--- config.mk ---
export PLATFORM = sky130hd
export DESIGN_NAME = nmea_gga_sentence_parser_unit
export DESIGN_NICKNAME = d
export VERILOG_FILES = /design/src/sv/ngga_pkg.sv /design/src/sv/ngga_front.sv /design/src/sv/ngga_queue.sv /design/src/sv/ngga_coord.sv /design/src/sv/ngga_back.sv /design/src/sv/nmea_gga_sentence_parser_unit.sv
export VERILOG_INCLUDE_DIRS = /design/src /design/src/sv
export SDC_FILE = /design/constraint.sdc
export NUM_CORES = 2
export LEC_CHECK = 0
export ABC_AREA = 1
export BUFFER_PORTS_ARGS = -buffer_cell sky130_fd_sc_hd__buf_2
export CAP_MARGIN = 20
export CORE_UTILIZATION = 40
export CTS_BUF_LIST = sky130_fd_sc_hd__clkbuf_16
export CTS_CLUSTER_DIAMETER = 150
export CTS_CLUSTER_SIZE = 12
export DETAILED_ROUTE_END_ITERATION = 10
export PLACE_DENSITY = 0.56
export SLEW_MARGIN = 20
export SYNTH_ARGS = -nofsm -noshare
export SYNTH_HDL_FRONTEND = slang
export SYNTH_SLANG_ARGS = --single-unit
--- constraint.sdc ---
create_clock -name clk_i -period 46 [get_ports clk_i]
set_input_delay 13.8 -clock clk_i [delete_from_list [all_inputs] [get_ports clk_i]]
set_output_delay 13.8 -clock clk_i [all_outputs]
set_load 0.01 [all_outputs]
--- src/sv/nmea_gga_sentence_parser_unit_macros.svh ---
// assertion macros shared by the parser modules
`ifndef NMEA_GGA_SENTENCE_PARSER_UNIT_MACROS_SVH
`define NMEA_GGA_SENTENCE_PARSER_UNIT_MACROS_SVH

// same-cycle implication, sampled on clk_i, off while rst_ni is low
`define NGGA_ASSERT_NOW(lbl, ante, cons, msg) \
  lbl: assert property (@(posedge clk_i) disable iff (!rst_ni) (ante) |-> (cons)) \
    else $error(msg);

// next-cycle implication, sampled on clk_i, off while rst_ni is low
`define NGGA_ASSERT_NEXT(lbl, ante, cons, msg) \
  lbl: assert property (@(posedge clk_i) disable iff (!rst_ni) (ante) |=> (cons)) \
    else $error(msg);

`endif

--- src/sv/ngga_pkg.sv ---
// shared constants, types and helpers of the gga sentence parser
package ngga_pkg;

  localparam int unsigned MAX_LINE_DEF = 127;
  localparam int unsigned FRAC_DIGITS  = 5;

  function automatic int unsigned pow10(input int unsigned n);
    int unsigned r;
    r = 1;
    for (int unsigned i = 0; i < n; i++) begin
      r = r * 10;
    end
    return r;
  endfunction

  localparam int unsigned FRAC_SCALE = pow10(FRAC_DIGITS);
  localparam int unsigned FRAC_W     = $clog2(FRAC_SCALE);
  localparam int unsigned FCNT_W     = 3;

  // minutes/60 in 1e-7 degrees reduces to n * ScaleNum / ScaleDen
  localparam int unsigned FRAC_GAP   = pow10(7 - FRAC_DIGITS);
  localparam int unsigned SCALE_NUM  = (FRAC_GAP == 1) ? 1 : (FRAC_GAP == 10) ? 1 : FRAC_GAP / 20;
  localparam int unsigned SCALE_DEN  = (FRAC_GAP == 1) ? 60 : (FRAC_GAP == 10) ? 6 : 3;
  localparam int unsigned MINU_W     = $clog2(60 * FRAC_SCALE);
  localparam int unsigned PROD_W     = $clog2(60 * FRAC_SCALE * SCALE_NUM + 1);
  localparam int unsigned RECIP_SH   = 30;
  localparam longint unsigned RECIP_VAL = (longint'(1) << RECIP_SH) / SCALE_DEN;
  localparam int unsigned QUO_W      = 24;

  localparam int unsigned DIV100_MUL = 5243;
  localparam int unsigned DIV100_SH  = 19;

  localparam int unsigned COORD_CAP  = 32767;
  localparam int unsigned UTC_CAP    = 999999;
  localparam int unsigned DEG_E7     = 10000000;
  localparam int unsigned LAT_LIMIT  = 900000000;
  localparam int unsigned COORD_STAGES = 7;

  typedef enum logic [1:0] {
    ST_BAD_SUM  = 2'd0,
    ST_NOT_GGA  = 2'd1,
    ST_NO_FIX   = 2'd2,
    ST_ACCEPTED = 2'd3
  } status_e;

  typedef struct packed {
    status_e             status;
    logic [14:0]         lat_ip;
    logic [FRAC_W-1:0]   lat_fp;
    logic [14:0]         lon_ip;
    logic [FRAC_W-1:0]   lon_fp;
    logic [7:0]          ns;
    logic [7:0]          ew;
    logic [7:0]          fix;
    logic [7:0]          sat;
    logic [19:0]         utc_int;
    logic [6:0]          utc_frac;
  } line_sum_t;

  // sentence heads "$GPGGA" and "$GNGGA"
  function automatic logic [7:0] gga_char(input logic [2:0] idx, input logic alt);
    logic [7:0] c;
    unique case (idx)
      3'd0:    c = "$";
      3'd1:    c = "G";
      3'd2:    c = alt ? "N" : "P";
      3'd3:    c = "G";
      3'd4:    c = "G";
      3'd5:    c = "A";
      default: c = 8'h00;
    endcase
    return c;
  endfunction

  // bit 4 set means not a hex digit
  function automatic logic [4:0] hex_val(input logic [7:0] b);
    logic [4:0] h;
    if (b >= "0" && b <= "9") begin
      h = {1'b0, b[3:0]};
    end else if ((b >= "A" && b <= "F") || (b >= "a" && b <= "f")) begin
      h = {1'b0, b[3:0] + 4'd9};
    end else begin
      h = 5'h10;
    end
    return h;
  endfunction

endpackage

--- src/sv/ngga_front.sv ---
// byte scanner: checksum, head match, field parsing, one summary per line
module ngga_front import ngga_pkg::*; #(
  parameter int unsigned MaxLine = MAX_LINE_DEF
) (
  input  logic       clk_i,
  input  logic       rst_ni,
  input  logic       cfg_we_i,
  input  logic [7:0] cfg_wdata_i,
  input  logic       in_valid_i,
  output logic       in_ready_o,
  input  logic [7:0] line_byte_i,
  input  logic       line_end_i,
  input  logic       q_full_i,
  output logic       push_o,
  output line_sum_t  sum_o
);

  localparam int unsigned PosW = $clog2(MaxLine + 1);

  localparam logic [1:0] PH_BEFORE = 2'd0;
  localparam logic [1:0] PH_HEX    = 2'd1;
  localparam logic [1:0] PH_DONE   = 2'd2;

  logic [7:0]        min_sat_q;
  logic [7:0]        xor_q, xor_d, rsum_q, rsum_d;
  logic [PosW-1:0]   pos_q, pos_d;
  logic [1:0]        phase_q, phase_d;
  logic [3:0]        fld_q, fld_d;
  logic [1:0]        tm_q, tm_d;
  logic [14:0]       lat_ip_q, lat_ip_d, lon_ip_q, lon_ip_d;
  logic [FRAC_W-1:0] lat_fp_q, lat_fp_d, lon_fp_q, lon_fp_d;
  logic [7:0]        fix_q, fix_d, sat_q, sat_d;
  logic [19:0]       utc_q, utc_d;
  logic [6:0]        utcf_q, utcf_d;
  logic [7:0]        ns_q, ns_d, ew_q, ew_d;
  logic              nonempty_q, nonempty_d, point_q, point_d, stop_q, stop_d;
  logic [FCNT_W-1:0] fcnt_q, fcnt_d;
  logic              ended_q, ended_d;

  logic              take;
  logic [7:0]        b;
  logic [3:0]        dig;
  logic              is_dig;
  logic [4:0]        hv;
  logic [23:0]       utc_v;
  logic [18:0]       crd_v;
  logic [14:0]       crd_ip;
  logic [FRAC_W-1:0] crd_fp;
  logic [FRAC_W+3:0] crd_fv;
  logic [15:0]       cnt_v;
  status_e           st;

  assign in_ready_o = !q_full_i;
  assign take       = in_valid_i && in_ready_o;
  assign push_o     = take && line_end_i;
  assign b          = line_byte_i;
  assign dig        = b[3:0];
  assign is_dig     = (b >= "0") && (b <= "9");
  assign hv         = hex_val(b);

  always_comb begin
    xor_d = xor_q; rsum_d = rsum_q; pos_d = pos_q; phase_d = phase_q;
    fld_d = fld_q; tm_d = tm_q; lat_ip_d = lat_ip_q; lat_fp_d = lat_fp_q;
    lon_ip_d = lon_ip_q; lon_fp_d = lon_fp_q; fix_d = fix_q; sat_d = sat_q;
    utc_d = utc_q; utcf_d = utcf_q; ns_d = ns_q; ew_d = ew_q;
    nonempty_d = nonempty_q; point_d = point_q; stop_d = stop_q;
    fcnt_d = fcnt_q; ended_d = ended_q;
    crd_ip = (fld_q == 4'd5) ? lon_ip_q : lat_ip_q;
    crd_fp = (fld_q == 4'd5) ? lon_fp_q : lat_fp_q;
    utc_v  = 24'(utc_q) * 24'd10 + 24'(dig);
    crd_v  = 19'(crd_ip) * 19'd10 + 19'(dig);
    crd_fv = (FRAC_W + 4)'(crd_fp) * (FRAC_W + 4)'(10) + (FRAC_W + 4)'(dig);
    cnt_v  = 16'((fld_q == 4'd8) ? sat_q : fix_q) * 16'd10 + 16'(dig);

    if (take && !ended_q && (pos_q < PosW'(MaxLine))) begin
      if (b == 8'h00) begin
        ended_d = 1'b1;
      end else begin
        unique case (phase_q)
          PH_BEFORE: begin
            if (b == "*") begin
              phase_d = PH_HEX;
            end else if (!((pos_q == '0) && (b == "$"))) begin
              xor_d = xor_q ^ b;
            end
          end
          PH_HEX: begin
            if (!hv[4]) begin
              rsum_d = {rsum_q[3:0], hv[3:0]};
            end else begin
              phase_d = PH_DONE;
            end
          end
          default: ;
        endcase

        if (pos_q < PosW'(6)) begin
          if (b != gga_char(pos_q[2:0], 1'b0)) tm_d[0] = 1'b0;
          if (b != gga_char(pos_q[2:0], 1'b1)) tm_d[1] = 1'b0;
        end

        if (b == ",") begin
          if (fld_q < 4'd15) fld_d = fld_q + 4'd1;
          nonempty_d = 1'b0;
          point_d    = 1'b0;
          stop_d     = 1'b0;
          fcnt_d     = '0;
        end else begin
          unique case (fld_q)
            4'd2: begin
              if (!stop_q) begin
                if (is_dig) begin
                  if (!point_q) begin
                    utc_d = (utc_v > 24'(UTC_CAP)) ? 20'(UTC_CAP) : utc_v[19:0];
                  end else if (fcnt_q == FCNT_W'(0)) begin
                    utcf_d = 7'(dig) * 7'd10;
                    fcnt_d = FCNT_W'(1);
                  end else if (fcnt_q == FCNT_W'(1)) begin
                    utcf_d = utcf_q + 7'(dig);
                    fcnt_d = FCNT_W'(2);
                  end
                end else if (b == "." && !point_q) begin
                  point_d = 1'b1;
                end else begin
                  stop_d = 1'b1;
                end
              end
            end
            4'd3, 4'd5: begin
              if (!stop_q) begin
                if (is_dig) begin
                  if (!point_q) begin
                    if (fld_q == 4'd5) begin
                      lon_ip_d = (crd_v > 19'(COORD_CAP)) ? 15'(COORD_CAP) : crd_v[14:0];
                    end else begin
                      lat_ip_d = (crd_v > 19'(COORD_CAP)) ? 15'(COORD_CAP) : crd_v[14:0];
                    end
                  end else if (fcnt_q < FCNT_W'(FRAC_DIGITS)) begin
                    if (fld_q == 4'd5) begin
                      lon_fp_d = crd_fv[FRAC_W-1:0];
                    end else begin
                      lat_fp_d = crd_fv[FRAC_W-1:0];
                    end
                    fcnt_d = fcnt_q + FCNT_W'(1);
                  end
                end else if (b == "." && !point_q) begin
                  point_d = 1'b1;
                end else begin
                  stop_d = 1'b1;
                end
              end
            end
            4'd4: if (!nonempty_q) ns_d = b;
            4'd6: if (!nonempty_q) ew_d = b;
            4'd7, 4'd8: begin
              if (!stop_q) begin
                if (is_dig) begin
                  if (fld_q == 4'd8) sat_d = cnt_v[7:0];
                  else fix_d = cnt_v[7:0];
                end else begin
                  stop_d = 1'b1;
                end
              end
            end
            default: ;
          endcase
          nonempty_d = 1'b1;
        end
        pos_d = pos_q + PosW'(1);
      end
    end

    priority if ((phase_d == PH_BEFORE) || (xor_d != rsum_d)) begin
      st = ST_BAD_SUM;
    end else if ((pos_d < PosW'(6)) || (tm_d == 2'b00)) begin
      st = ST_NOT_GGA;
    end else if ((fix_d != 8'd0) && (sat_d >= min_sat_q)) begin
      st = ST_ACCEPTED;
    end else begin
      st = ST_NO_FIX;
    end

    sum_o.status   = st;
    sum_o.lat_ip   = lat_ip_d;
    sum_o.lat_fp   = lat_fp_d;
    sum_o.lon_ip   = lon_ip_d;
    sum_o.lon_fp   = lon_fp_d;
    sum_o.ns       = ns_d;
    sum_o.ew       = ew_d;
    sum_o.fix      = fix_d;
    sum_o.sat      = sat_d;
    sum_o.utc_int  = utc_d;
    sum_o.utc_frac = utcf_d;

    // a finished line leaves fresh state for the next one
    if (push_o) begin
      xor_d = '0; rsum_d = '0; pos_d = '0; phase_d = PH_BEFORE;
      fld_d = 4'd1; tm_d = 2'b11; lat_ip_d = '0; lat_fp_d = '0;
      lon_ip_d = '0; lon_fp_d = '0; fix_d = '0; sat_d = '0;
      utc_d = '0; utcf_d = '0; ns_d = "N"; ew_d = "E";
      nonempty_d = 1'b0; point_d = 1'b0; stop_d = 1'b0;
      fcnt_d = '0; ended_d = 1'b0;
    end
  end

  always_ff @(posedge clk_i or negedge rst_ni) begin
    if (!rst_ni) begin
      min_sat_q <= 8'd4;
      xor_q <= '0; rsum_q <= '0; pos_q <= '0; phase_q <= PH_BEFORE;
      fld_q <= 4'd1; tm_q <= 2'b11; lat_ip_q <= '0; lat_fp_q <= '0;
      lon_ip_q <= '0; lon_fp_q <= '0; fix_q <= '0; sat_q <= '0;
      utc_q <= '0; utcf_q <= '0; ns_q <= "N"; ew_q <= "E";
      nonempty_q <= 1'b0; point_q <= 1'b0; stop_q <= 1'b0;
      fcnt_q <= '0; ended_q <= 1'b0;
    end else begin
      if (cfg_we_i) min_sat_q <= cfg_wdata_i;
      xor_q <= xor_d; rsum_q <= rsum_d; pos_q <= pos_d; phase_q <= phase_d;
      fld_q <= fld_d; tm_q <= tm_d; lat_ip_q <= lat_ip_d; lat_fp_q <= lat_fp_d;
      lon_ip_q <= lon_ip_d; lon_fp_q <= lon_fp_d; fix_q <= fix_d; sat_q <= sat_d;
      utc_q <= utc_d; utcf_q <= utcf_d; ns_q <= ns_d; ew_q <= ew_d;
      nonempty_q <= nonempty_d; point_q <= point_d; stop_q <= stop_d;
      fcnt_q <= fcnt_d; ended_q <= ended_d;
    end
  end

endmodule

--- src/sv/ngga_queue.sv ---
// two-entry queue of line summaries between scanner and converter
module ngga_queue import ngga_pkg::*; (
  input  logic      clk_i,
  input  logic      rst_ni,
  input  logic      push_i,
  input  line_sum_t data_i,
  output logic      full_o,
  output logic      valid_o,
  input  logic      pop_i,
  output line_sum_t data_o
);

  `include "nmea_gga_sentence_parser_unit_macros.svh"

  line_sum_t  mem_q [2];
  logic       wp_q, rp_q;
  logic [1:0] count_q;

  assign full_o  = (count_q == 2'd2);
  assign valid_o = (count_q != 2'd0);
  assign data_o  = mem_q[rp_q];

  always_ff @(posedge clk_i) begin
    if (push_i) mem_q[wp_q] <= data_i;
  end

  always_ff @(posedge clk_i or negedge rst_ni) begin
    if (!rst_ni) begin
      wp_q    <= 1'b0;
      rp_q    <= 1'b0;
      count_q <= 2'd0;
    end else begin
      if (push_i) wp_q <= !wp_q;
      if (pop_i) rp_q <= !rp_q;
      count_q <= count_q + 2'(push_i) - 2'(pop_i);
    end
  end

  `NGGA_ASSERT_NOW(a_count_bound, 1'b1, count_q <= 2'd2, "queue count out of range")
  `NGGA_ASSERT_NEXT(a_count_grow, push_i && !pop_i, count_q == $past(count_q) + 2'd1,
                    "queue count missed a push")
  `NGGA_ASSERT_NOW(a_no_overrun, push_i && !pop_i, !full_o, "push into full queue")

endmodule

--- src/sv/ngga_coord.sv ---
// pipelined DDMM.fraction to 1e-7 degree magnitude, zero when out of range
module ngga_coord import ngga_pkg::*; (
  input  logic              clk_i,
  input  logic              adv_i,
  input  logic [14:0]       ip_i,
  input  logic [FRAC_W-1:0] fp_i,
  output logic [30:0]       mag_o
);

  logic [29:0]        prod1;
  logic [8:0]         deg1_q;
  logic [14:0]        ip1_q;
  logic [FRAC_W-1:0]  fp1_q, fp2_q;
  logic [14:0]        mm_full;
  logic [6:0]         mm2_q;
  logic [8:0]         deg2_q;
  logic               zero2_q, zero3_q, zero4_q, zero5_q, zero6_q;
  logic [MINU_W-1:0]  n3_q;
  logic [30:0]        dege3_q, dege4_q, dege5_q, dege6_q;
  logic [PROD_W-1:0]  x4_q, x5_q;
  logic [PROD_W+RECIP_SH-1:0] qprod;
  logic [QUO_W-1:0]   q5_q, q6_q;
  logic [PROD_W-1:0]  rem;
  logic [QUO_W-1:0]   qfix;

  assign prod1   = 30'(ip_i) * 30'(DIV100_MUL);
  assign mm_full = ip1_q - 15'(deg1_q) * 15'd100;
  assign qprod   = (PROD_W + RECIP_SH)'(x4_q) * (PROD_W + RECIP_SH)'(RECIP_VAL);
  assign rem     = x5_q - PROD_W'(q5_q) * PROD_W'(SCALE_DEN);

  // reciprocal quotient runs at most two short
  always_comb begin
    priority if (rem >= PROD_W'(2 * SCALE_DEN)) qfix = q5_q + QUO_W'(2);
    else if (rem >= PROD_W'(SCALE_DEN)) qfix = q5_q + QUO_W'(1);
    else qfix = q5_q;
  end

  always_ff @(posedge clk_i) begin
    if (adv_i) begin
      deg1_q  <= prod1[DIV100_SH +: 9];
      ip1_q   <= ip_i;
      fp1_q   <= fp_i;
      mm2_q   <= mm_full[6:0];
      deg2_q  <= deg1_q;
      fp2_q   <= fp1_q;
      zero2_q <= (ip1_q > 15'd18000) || ((ip1_q == 15'd18000) && (fp1_q != '0)) ||
                 (mm_full >= 15'd60);
      n3_q    <= MINU_W'(mm2_q) * MINU_W'(FRAC_SCALE) + MINU_W'(fp2_q);
      dege3_q <= 31'(deg2_q) * 31'(DEG_E7);
      zero3_q <= zero2_q;
      x4_q    <= PROD_W'(n3_q) * PROD_W'(SCALE_NUM);
      dege4_q <= dege3_q;
      zero4_q <= zero3_q;
      q5_q    <= qprod[RECIP_SH +: QUO_W];
      x5_q    <= x4_q;
      dege5_q <= dege4_q;
      zero5_q <= zero4_q;
      q6_q    <= qfix;
      dege6_q <= dege5_q;
      zero6_q <= zero5_q;
      mag_o   <= zero6_q ? 31'd0 : dege6_q + 31'(q6_q);
    end
  end

endmodule

--- src/sv/ngga_back.sv ---
// converter: coordinate pipelines, sign and output register
module ngga_back import ngga_pkg::*; (
  input  logic               clk_i,
  input  logic               rst_ni,
  input  logic               q_valid_i,
  input  line_sum_t          q_data_i,
  output logic               pop_o,
  output logic               out_valid_o,
  input  logic               out_ready_i,
  output logic [1:0]         status_o,
  output logic signed [30:0] latitude_e7_o,
  output logic signed [31:0] longitude_e7_o,
  output logic [7:0]         north_south_o,
  output logic [7:0]         east_west_o,
  output logic [7:0]         fix_quality_o,
  output logic [7:0]         satellites_o,
  output logic [19:0]        utc_hhmmss_o,
  output logic [6:0]         utc_hundredths_o
);

  `include "nmea_gga_sentence_parser_unit_macros.svh"

  logic        adv;
  logic [30:0] lat_mag, lon_mag, lat_cap;
  line_sum_t   sum_q [COORD_STAGES];
  logic        vld_q [COORD_STAGES];
  line_sum_t   last;
  logic        ok;

  assign adv   = !out_valid_o || out_ready_i;
  assign pop_o = adv && q_valid_i;
  assign last  = sum_q[COORD_STAGES-1];
  assign ok    = (last.status == ST_ACCEPTED);
  assign lat_cap = (lat_mag > 31'(LAT_LIMIT)) ? 31'(LAT_LIMIT) : lat_mag;

  ngga_coord u_lat (
    .clk_i (clk_i),
    .adv_i (adv),
    .ip_i  (q_data_i.lat_ip),
    .fp_i  (q_data_i.lat_fp),
    .mag_o (lat_mag)
  );

  ngga_coord u_lon (
    .clk_i (clk_i),
    .adv_i (adv),
    .ip_i  (q_data_i.lon_ip),
    .fp_i  (q_data_i.lon_fp),
    .mag_o (lon_mag)
  );

  always_ff @(posedge clk_i) begin
    if (adv) begin
      sum_q[0] <= q_data_i;
      for (int i = 1; i < COORD_STAGES; i++) begin
        sum_q[i] <= sum_q[i-1];
      end
      status_o         <= last.status;
      latitude_e7_o    <= !ok ? 31'sd0 : (last.ns == "S") ? -$signed(lat_cap) : $signed(lat_cap);
      longitude_e7_o   <= !ok ? 32'sd0 :
                          (last.ew == "W") ? -$signed({1'b0, lon_mag}) : $signed({1'b0, lon_mag});
      north_south_o    <= ok ? last.ns : 8'd0;
      east_west_o      <= ok ? last.ew : 8'd0;
      fix_quality_o    <= ok ? last.fix : 8'd0;
      satellites_o     <= ok ? last.sat : 8'd0;
      utc_hhmmss_o     <= ok ? last.utc_int : 20'd0;
      utc_hundredths_o <= ok ? last.utc_frac : 7'd0;
    end
  end

  always_ff @(posedge clk_i or negedge rst_ni) begin
    if (!rst_ni) begin
      for (int i = 0; i < COORD_STAGES; i++) begin
        vld_q[i] <= 1'b0;
      end
      out_valid_o <= 1'b0;
    end else if (adv) begin
      vld_q[0] <= q_valid_i;
      for (int i = 1; i < COORD_STAGES; i++) begin
        vld_q[i] <= vld_q[i-1];
      end
      out_valid_o <= vld_q[COORD_STAGES-1];
    end
  end

  `NGGA_ASSERT_NOW(a_reject_zero, out_valid_o && (status_o != ST_ACCEPTED),
                   (latitude_e7_o == 31'sd0) && (longitude_e7_o == 32'sd0) &&
                   (fix_quality_o == 8'd0), "rejected line carries nonzero fields")
  `NGGA_ASSERT_NOW(a_lat_range, out_valid_o,
                   (latitude_e7_o <= 31'sd900000000) && (latitude_e7_o >= -31'sd900000000),
                   "latitude beyond ninety degrees")

endmodule

--- src/sv/nmea_gga_sentence_parser_unit.sv ---
// GGA sentence parser: takes one byte per clock while in_ready_o is high; the
// beat carrying line_end yields one result beat. A scanner checks the checksum
// and sentence head and parses the fields as bytes arrive; at line end it
// pushes a summary into a two-entry queue. The converter turns coordinates into
// 1e-7 degrees through a seven-stage constant-multiply pipeline and an output
// register. Input throughput is one byte per clock, set by the scanner, and
// holds as long as results are taken; a stalled output backs up the converter
// and then the queue, after which the scanner holds in_ready_o low. No
// clearing pass after reset.
module nmea_gga_sentence_parser_unit import ngga_pkg::*; #(
  parameter int unsigned MaxLine = MAX_LINE_DEF
) (
  input  logic               clk_i,
  input  logic               rst_ni,
  input  logic               cfg_we_i,
  input  logic [7:0]         cfg_wdata_i,
  input  logic               in_valid_i,
  output logic               in_ready_o,
  input  logic [7:0]         line_byte_i,
  input  logic               line_end_i,
  output logic               out_valid_o,
  input  logic               out_ready_i,
  output logic [1:0]         status_o,
  output logic signed [30:0] latitude_e7_o,
  output logic signed [31:0] longitude_e7_o,
  output logic [7:0]         north_south_o,
  output logic [7:0]         east_west_o,
  output logic [7:0]         fix_quality_o,
  output logic [7:0]         satellites_o,
  output logic [19:0]        utc_hhmmss_o,
  output logic [6:0]         utc_hundredths_o
);

  logic      push, full, q_valid, pop;
  line_sum_t sum_in, sum_out;

  ngga_front #(.MaxLine(MaxLine)) u_front (
    .clk_i       (clk_i),
    .rst_ni      (rst_ni),
    .cfg_we_i    (cfg_we_i),
    .cfg_wdata_i (cfg_wdata_i),
    .in_valid_i  (in_valid_i),
    .in_ready_o  (in_ready_o),
    .line_byte_i (line_byte_i),
    .line_end_i  (line_end_i),
    .q_full_i    (full),
    .push_o      (push),
    .sum_o       (sum_in)
  );

  ngga_queue u_queue (
    .clk_i   (clk_i),
    .rst_ni  (rst_ni),
    .push_i  (push),
    .data_i  (sum_in),
    .full_o  (full),
    .valid_o (q_valid),
    .pop_i   (pop),
    .data_o  (sum_out)
  );

  ngga_back u_back (
    .clk_i            (clk_i),
    .rst_ni           (rst_ni),
    .q_valid_i        (q_valid),
    .q_data_i         (sum_out),
    .pop_o            (pop),
    .out_valid_o      (out_valid_o),
    .out_ready_i      (out_ready_i),
    .status_o         (status_o),
    .latitude_e7_o    (latitude_e7_o),
    .longitude_e7_o   (longitude_e7_o),
    .north_south_o    (north_south_o),
    .east_west_o      (east_west_o),
    .fix_quality_o    (fix_quality_o),
    .satellites_o     (satellites_o),
    .utc_hhmmss_o     (utc_hhmmss_o),
    .utc_hundredths_o (utc_hundredths_o)
  );

endmodule

==> impl_results.md <==
- Run status: finished, final reports clean
- Worst R2R Start: u_queue.rp_q
- Remaining Overflow, GRT: 0
- Antenna Violating Nets Remaining: 0
- Cell area after synthesis: 0.108 mm²
- Post-CTS Hold Fix Bufs: 0
- Hold crit path type: register to register
- Area share of the largest cell type after synthesis: 0.404
- Detailed Route WL: 249 mm
- RR Endpoint: u_back.u_lat.deg1_q[5]
- FFs w/ async S/R, synth: 0.111
- Post-layout util: 0.438
- Met2 wirelength from detailed routing: 120 mm
- Slew Viols, Final: 0
- Post-layout nets: 12500
- Clock buffers created by TritonCTS: 163
- First-pass GRT wire length: 400 mm
- Quantity of gates resized following cts: 0
- Biggest area consumer among synthesized cells: sky130_fd_sc_hd__edfxtp_1
- Post-synth EDFFs: 1455
- Count of unique library cells instantiated by Yosys: 73
- Reg2Reg Setup Slack: 37.94 ns
- DRC violation count after routing: 0
- First-pass iteration count of the detailed router: 6
- Synth Flop Type: sky130_fd_sc_hd__edfxtp_1
- Number of buffers between clock root and the deepest sink: 4
- Area added between synthesis and finish: 8.76%
- CP Data Arrival Time: 19.75 ns
- Critical path required time: 46.41 ns
- Root buffer cell: sky130_fd_sc_hd__clkbuf_16
- Highest metal layer used by the detailed router: met4
- RSZ-0062 raised after global routing: no
- Starting density of the core: 0.403
- Number of buffers added for setup after CTS: 0
- Number of design-rule violations left by the first detailed-router iteration: 4248
- Layout filler cell count: 25400
- Cell types occupying the most area after synthesis: sky130_fd_sc_hd__edfxtp_1 (40%), sky130_fd_sc_hd__ha_1 (14%), sky130_fd_sc_hd__fa_1 (11%)
- Share of synthesized area occupied by flip-flops and latches: 0.446
- Placement Rows: 190
- Worst skew pair latency: 0.85 ns
- Die area: 0.272 mm²
- Via-per-instance ratio: 4.98
- Hold Path End: u_back.sum_q[6][55]
- Actual slew at the worst max-slew pin: 1.11 ns
- Syn Nets: 12300
- Vias: 71200
- Overall fraction of global-route tracks in use: 0.184
- Worst-path maximum fanout: 140
- Final setup violating endpoints: 0
- Layout cell share with drive strength beyond 1: 0.0521
- Area of the placeable core: 0.268 mm²
- Startpoint class of the critical path: primary input
- Max-capacitance violation count: 0
- Critical path capture point type: register
- Type of the worst setup path: primary input to register
- Peak clock frequency supported by timing: 51.7 MHz
- Worst setup timing slack at the placement stage: 25.62 ns
- Clk slew on worst S/H paths: 0.07 ns
- Largest net degree at the start of global routing: 194
- Met3 routed WL: 8.59 mm
- Setup total negative slack: 0 ns
- Number of global-route vias before repair: 73600
- Ports placed on the boundary: 148
- Path depth of the worst reg2reg path: 19
- Routability-driven placement congestion ratio: 0.920
- Setup ws final: 26.65 ns
- Sum of routed wire segments on met1: 114 mm
- Count of endpoints failing hold in the final timing report: 0
- Min cycle time layout: 19.35 ns
- Hold path cells: 0
- Worst max-slew margin expressed relative to the limit: 0.259
- Number of instances in the synthesized netlist: 10500
- Antenna violations before repair: 4
- Post-Route Hold Slack: 0.373 ns
- Dpl hpwl: 192 mm
- CTS tree: done
- Ratio of final minimum period to clock period: 0.421
- Worst Skew: 0.0792 ns
- Syn Area/Cell: 10.3 µm²
- Port buffer count: 147
- Yosys synthesis warning count: 0
- CTS HTree Levels: 4
- Flip-flop and latch count after synthesis: 1636
- Average wire per standard cell: 17.4 µm
- Die extent in y: 522 µm
- Worst hold path startpoint: u_back.sum_q[5][55]
- Floorplan die width: 522 µm
- Num Clock Sinks: 1636
[flip-flops by register name, summed over array words and instances (netlist names), 25 cells and up]
register / flops
u_back.u_lat.x5_q: 25
u_back.u_lon.x5_q: 25
u_back.longitude_e7_o: 32
u_back.u_lon.mag_o: 31
u_back.sum_q: 433
u_queue.mem_q: 250
u_back.u_lon.x4_q: 25
u_back.u_lat.mag_o: 31
u_back.u_lat.x4_q: 25
u_back.latitude_e7_o: 31
[layout make-up]
class,count,area [µm²],share of cell area
Inverter,1752,6590,0.0561
Antenna cell,2,5.00,0.0000426
Multi-Input combinational cell,6940,52600,0.448
Clock buffer,166,4150,0.0354
Clock inverter,77,367,0.00312
Sequential cell,1636,48200,0.411
Timing Repair Buffer,184,1060,0.00901
Tap cell,3552,4440,0.0378
[synth_stat cells (8+ instances only)]
library cell                  n
sky130_fd_sc_hd__a31oi_1     48
sky130_fd_sc_hd__nor4_1      41
sky130_fd_sc_hd__a21o_1      27
sky130_fd_sc_hd__inv_2       27
sky130_fd_sc_hd__nand2_1   1860
sky130_fd_sc_hd__nor2_1     709
sky130_fd_sc_hd__nand4_2     11
sky130_fd_sc_hd__xor2_1     332
sky130_fd_sc_hd__o21ai_0    397
sky130_fd_sc_hd__o211ai_1    34
sky130_fd_sc_hd__nand3_1    301
sky130_fd_sc_hd__o21ai_1     24
sky130_fd_sc_hd__dfstp_2     11
sky130_fd_sc_hd__buf_2       28
sky130_fd_sc_hd__edfxtp_1  1455
sky130_fd_sc_hd__inv_1     1718
sky130_fd_sc_hd__nor3_1      94
sky130_fd_sc_hd__buf_6       10
sky130_fd_sc_hd__fa_1       576
sky130_fd_sc_hd__or2_2       82
sky130_fd_sc_hd__o21a_1      35
sky130_fd_sc_hd__o31ai_1     19
sky130_fd_sc_hd__o221ai_1    14
sky130_fd_sc_hd__nand3b_1    15
sky130_fd_sc_hd__a21boi_0    20
sky130_fd_sc_hd__xnor2_1    110
sky130_fd_sc_hd__a211oi_1    29
sky130_fd_sc_hd__o21bai_1    34
sky130_fd_sc_hd__clkbuf_1    83
sky130_fd_sc_hd__ha_1      1240
sky130_fd_sc_hd__dfrtp_1    170
sky130_fd_sc_hd__nor2_2      14
sky130_fd_sc_hd__nor3b_1      8
sky130_fd_sc_hd__a21oi_1    630
sky130_fd_sc_hd__nand2_2     18
sky130_fd_sc_hd__nand4_1    136
[through the flow]
step	cells	area, µm²
2_1_floorplan	10500	108000
3_3_place_gp	14100	113000
4_1_cts	14300	117000
3_5_place_dp	14100	113000
5_1_grt	14300	118000
6_report	14300	118000
[cells by family after synthesis]
| family | count (synthesis) | share of synthesized area |
|---|---|---|
| adders and majority gates | 1816 | 0.250 |
| xor gates and xnor gates | 442 | 0.0358 |
| AOI/OAI and AO/OA | 1347 | 0.0693 |
| muxes | 4 | 0.000382 |
| buffers and inverters | 1882 | 0.0667 |
| DFF | 1636 | 0.446 |
| and+or+nand+nor | 3331 | 0.131 |
[metal layers]
layer,up-vias,track usage
met5,-,0
met4,0,0.0452
met3,332,0.0200
met2,1292,0.318
met1,34300,0.248
li1,35300,-
[cell usage in the layout (no fill, tap or decap), types with 14 or more instances in the layout]
master / n
sky130_fd_sc_hd__a31oi_1: 48
sky130_fd_sc_hd__o31ai_1: 19
sky130_fd_sc_hd__a21boi_0: 20
sky130_fd_sc_hd__nand3b_1: 15
sky130_fd_sc_hd__xor2_1: 332
sky130_fd_sc_hd__nor2_2: 14
sky130_fd_sc_hd__a21oi_1: 630
sky130_fd_sc_hd__buf_4: 32
sky130_fd_sc_hd__o21a_1: 35
sky130_fd_sc_hd__nand3_1: 301
sky130_fd_sc_hd__or2_2: 82
sky130_fd_sc_hd__xnor2_1: 109
sky130_fd_sc_hd__a21o_1: 27
sky130_fd_sc_hd__o221ai_1: 14
sky130_fd_sc_hd__o21ai_0: 397
sky130_fd_sc_hd__nand4_1: 136
sky130_fd_sc_hd__a211oi_1: 29
sky130_fd_sc_hd__inv_2: 26
sky130_fd_sc_hd__nor2_1: 707
sky130_fd_sc_hd__ha_1: 1240
sky130_fd_sc_hd__clkbuf_16: 166
sky130_fd_sc_hd__o211ai_1: 34
sky130_fd_sc_hd__o21ai_1: 24
sky130_fd_sc_hd__nand2_2: 18
sky130_fd_sc_hd__fa_1: 576
sky130_fd_sc_hd__buf_2: 146
sky130_fd_sc_hd__nand2_1: 1859
sky130_fd_sc_hd__edfxtp_1: 1455
sky130_fd_sc_hd__nor4_1: 41
sky130_fd_sc_hd__o21bai_1: 34
sky130_fd_sc_hd__dfrtp_1: 169
sky130_fd_sc_hd__inv_1: 1786
sky130_fd_sc_hd__nor3_1: 94
[critical path, cell delays in order]
cell                     delay (ns)
sky130_fd_sc_hd__buf_2         0.08
sky130_fd_sc_hd__nor2_1        0.15
sky130_fd_sc_hd__inv_8         0.66
sky130_fd_sc_hd__buf_4         0.82
sky130_fd_sc_hd__buf_4         0.78
sky130_fd_sc_hd__buf_4         0.72
sky130_fd_sc_hd__buf_4         0.75
sky130_fd_sc_hd__buf_4         0.91
sky130_fd_sc_hd__buf_4         0.82
[worst max-delay path by stage]
stage                           start                        to  slack, ns  cells past startpoint
after floorplan           out_ready_i              u_queue.rp_q       3.38                      4
after global placement    out_ready_i  u_back.latitude_e7_o[17]      25.79                      9
after detailed placement  out_ready_i  u_back.latitude_e7_o[17]      25.62                      9
after CTS                 out_ready_i     u_back.u_lat.mag_o[7]      26.51                      9
after global routing      out_ready_i     u_back.u_lat.mag_o[7]      26.00                      9
final                     out_ready_i     u_back.u_lat.mag_o[7]      26.65                      9
Power is not shown: default switching activity piles up to over one toggle a cycle in this logic, so the estimate is an artifact.
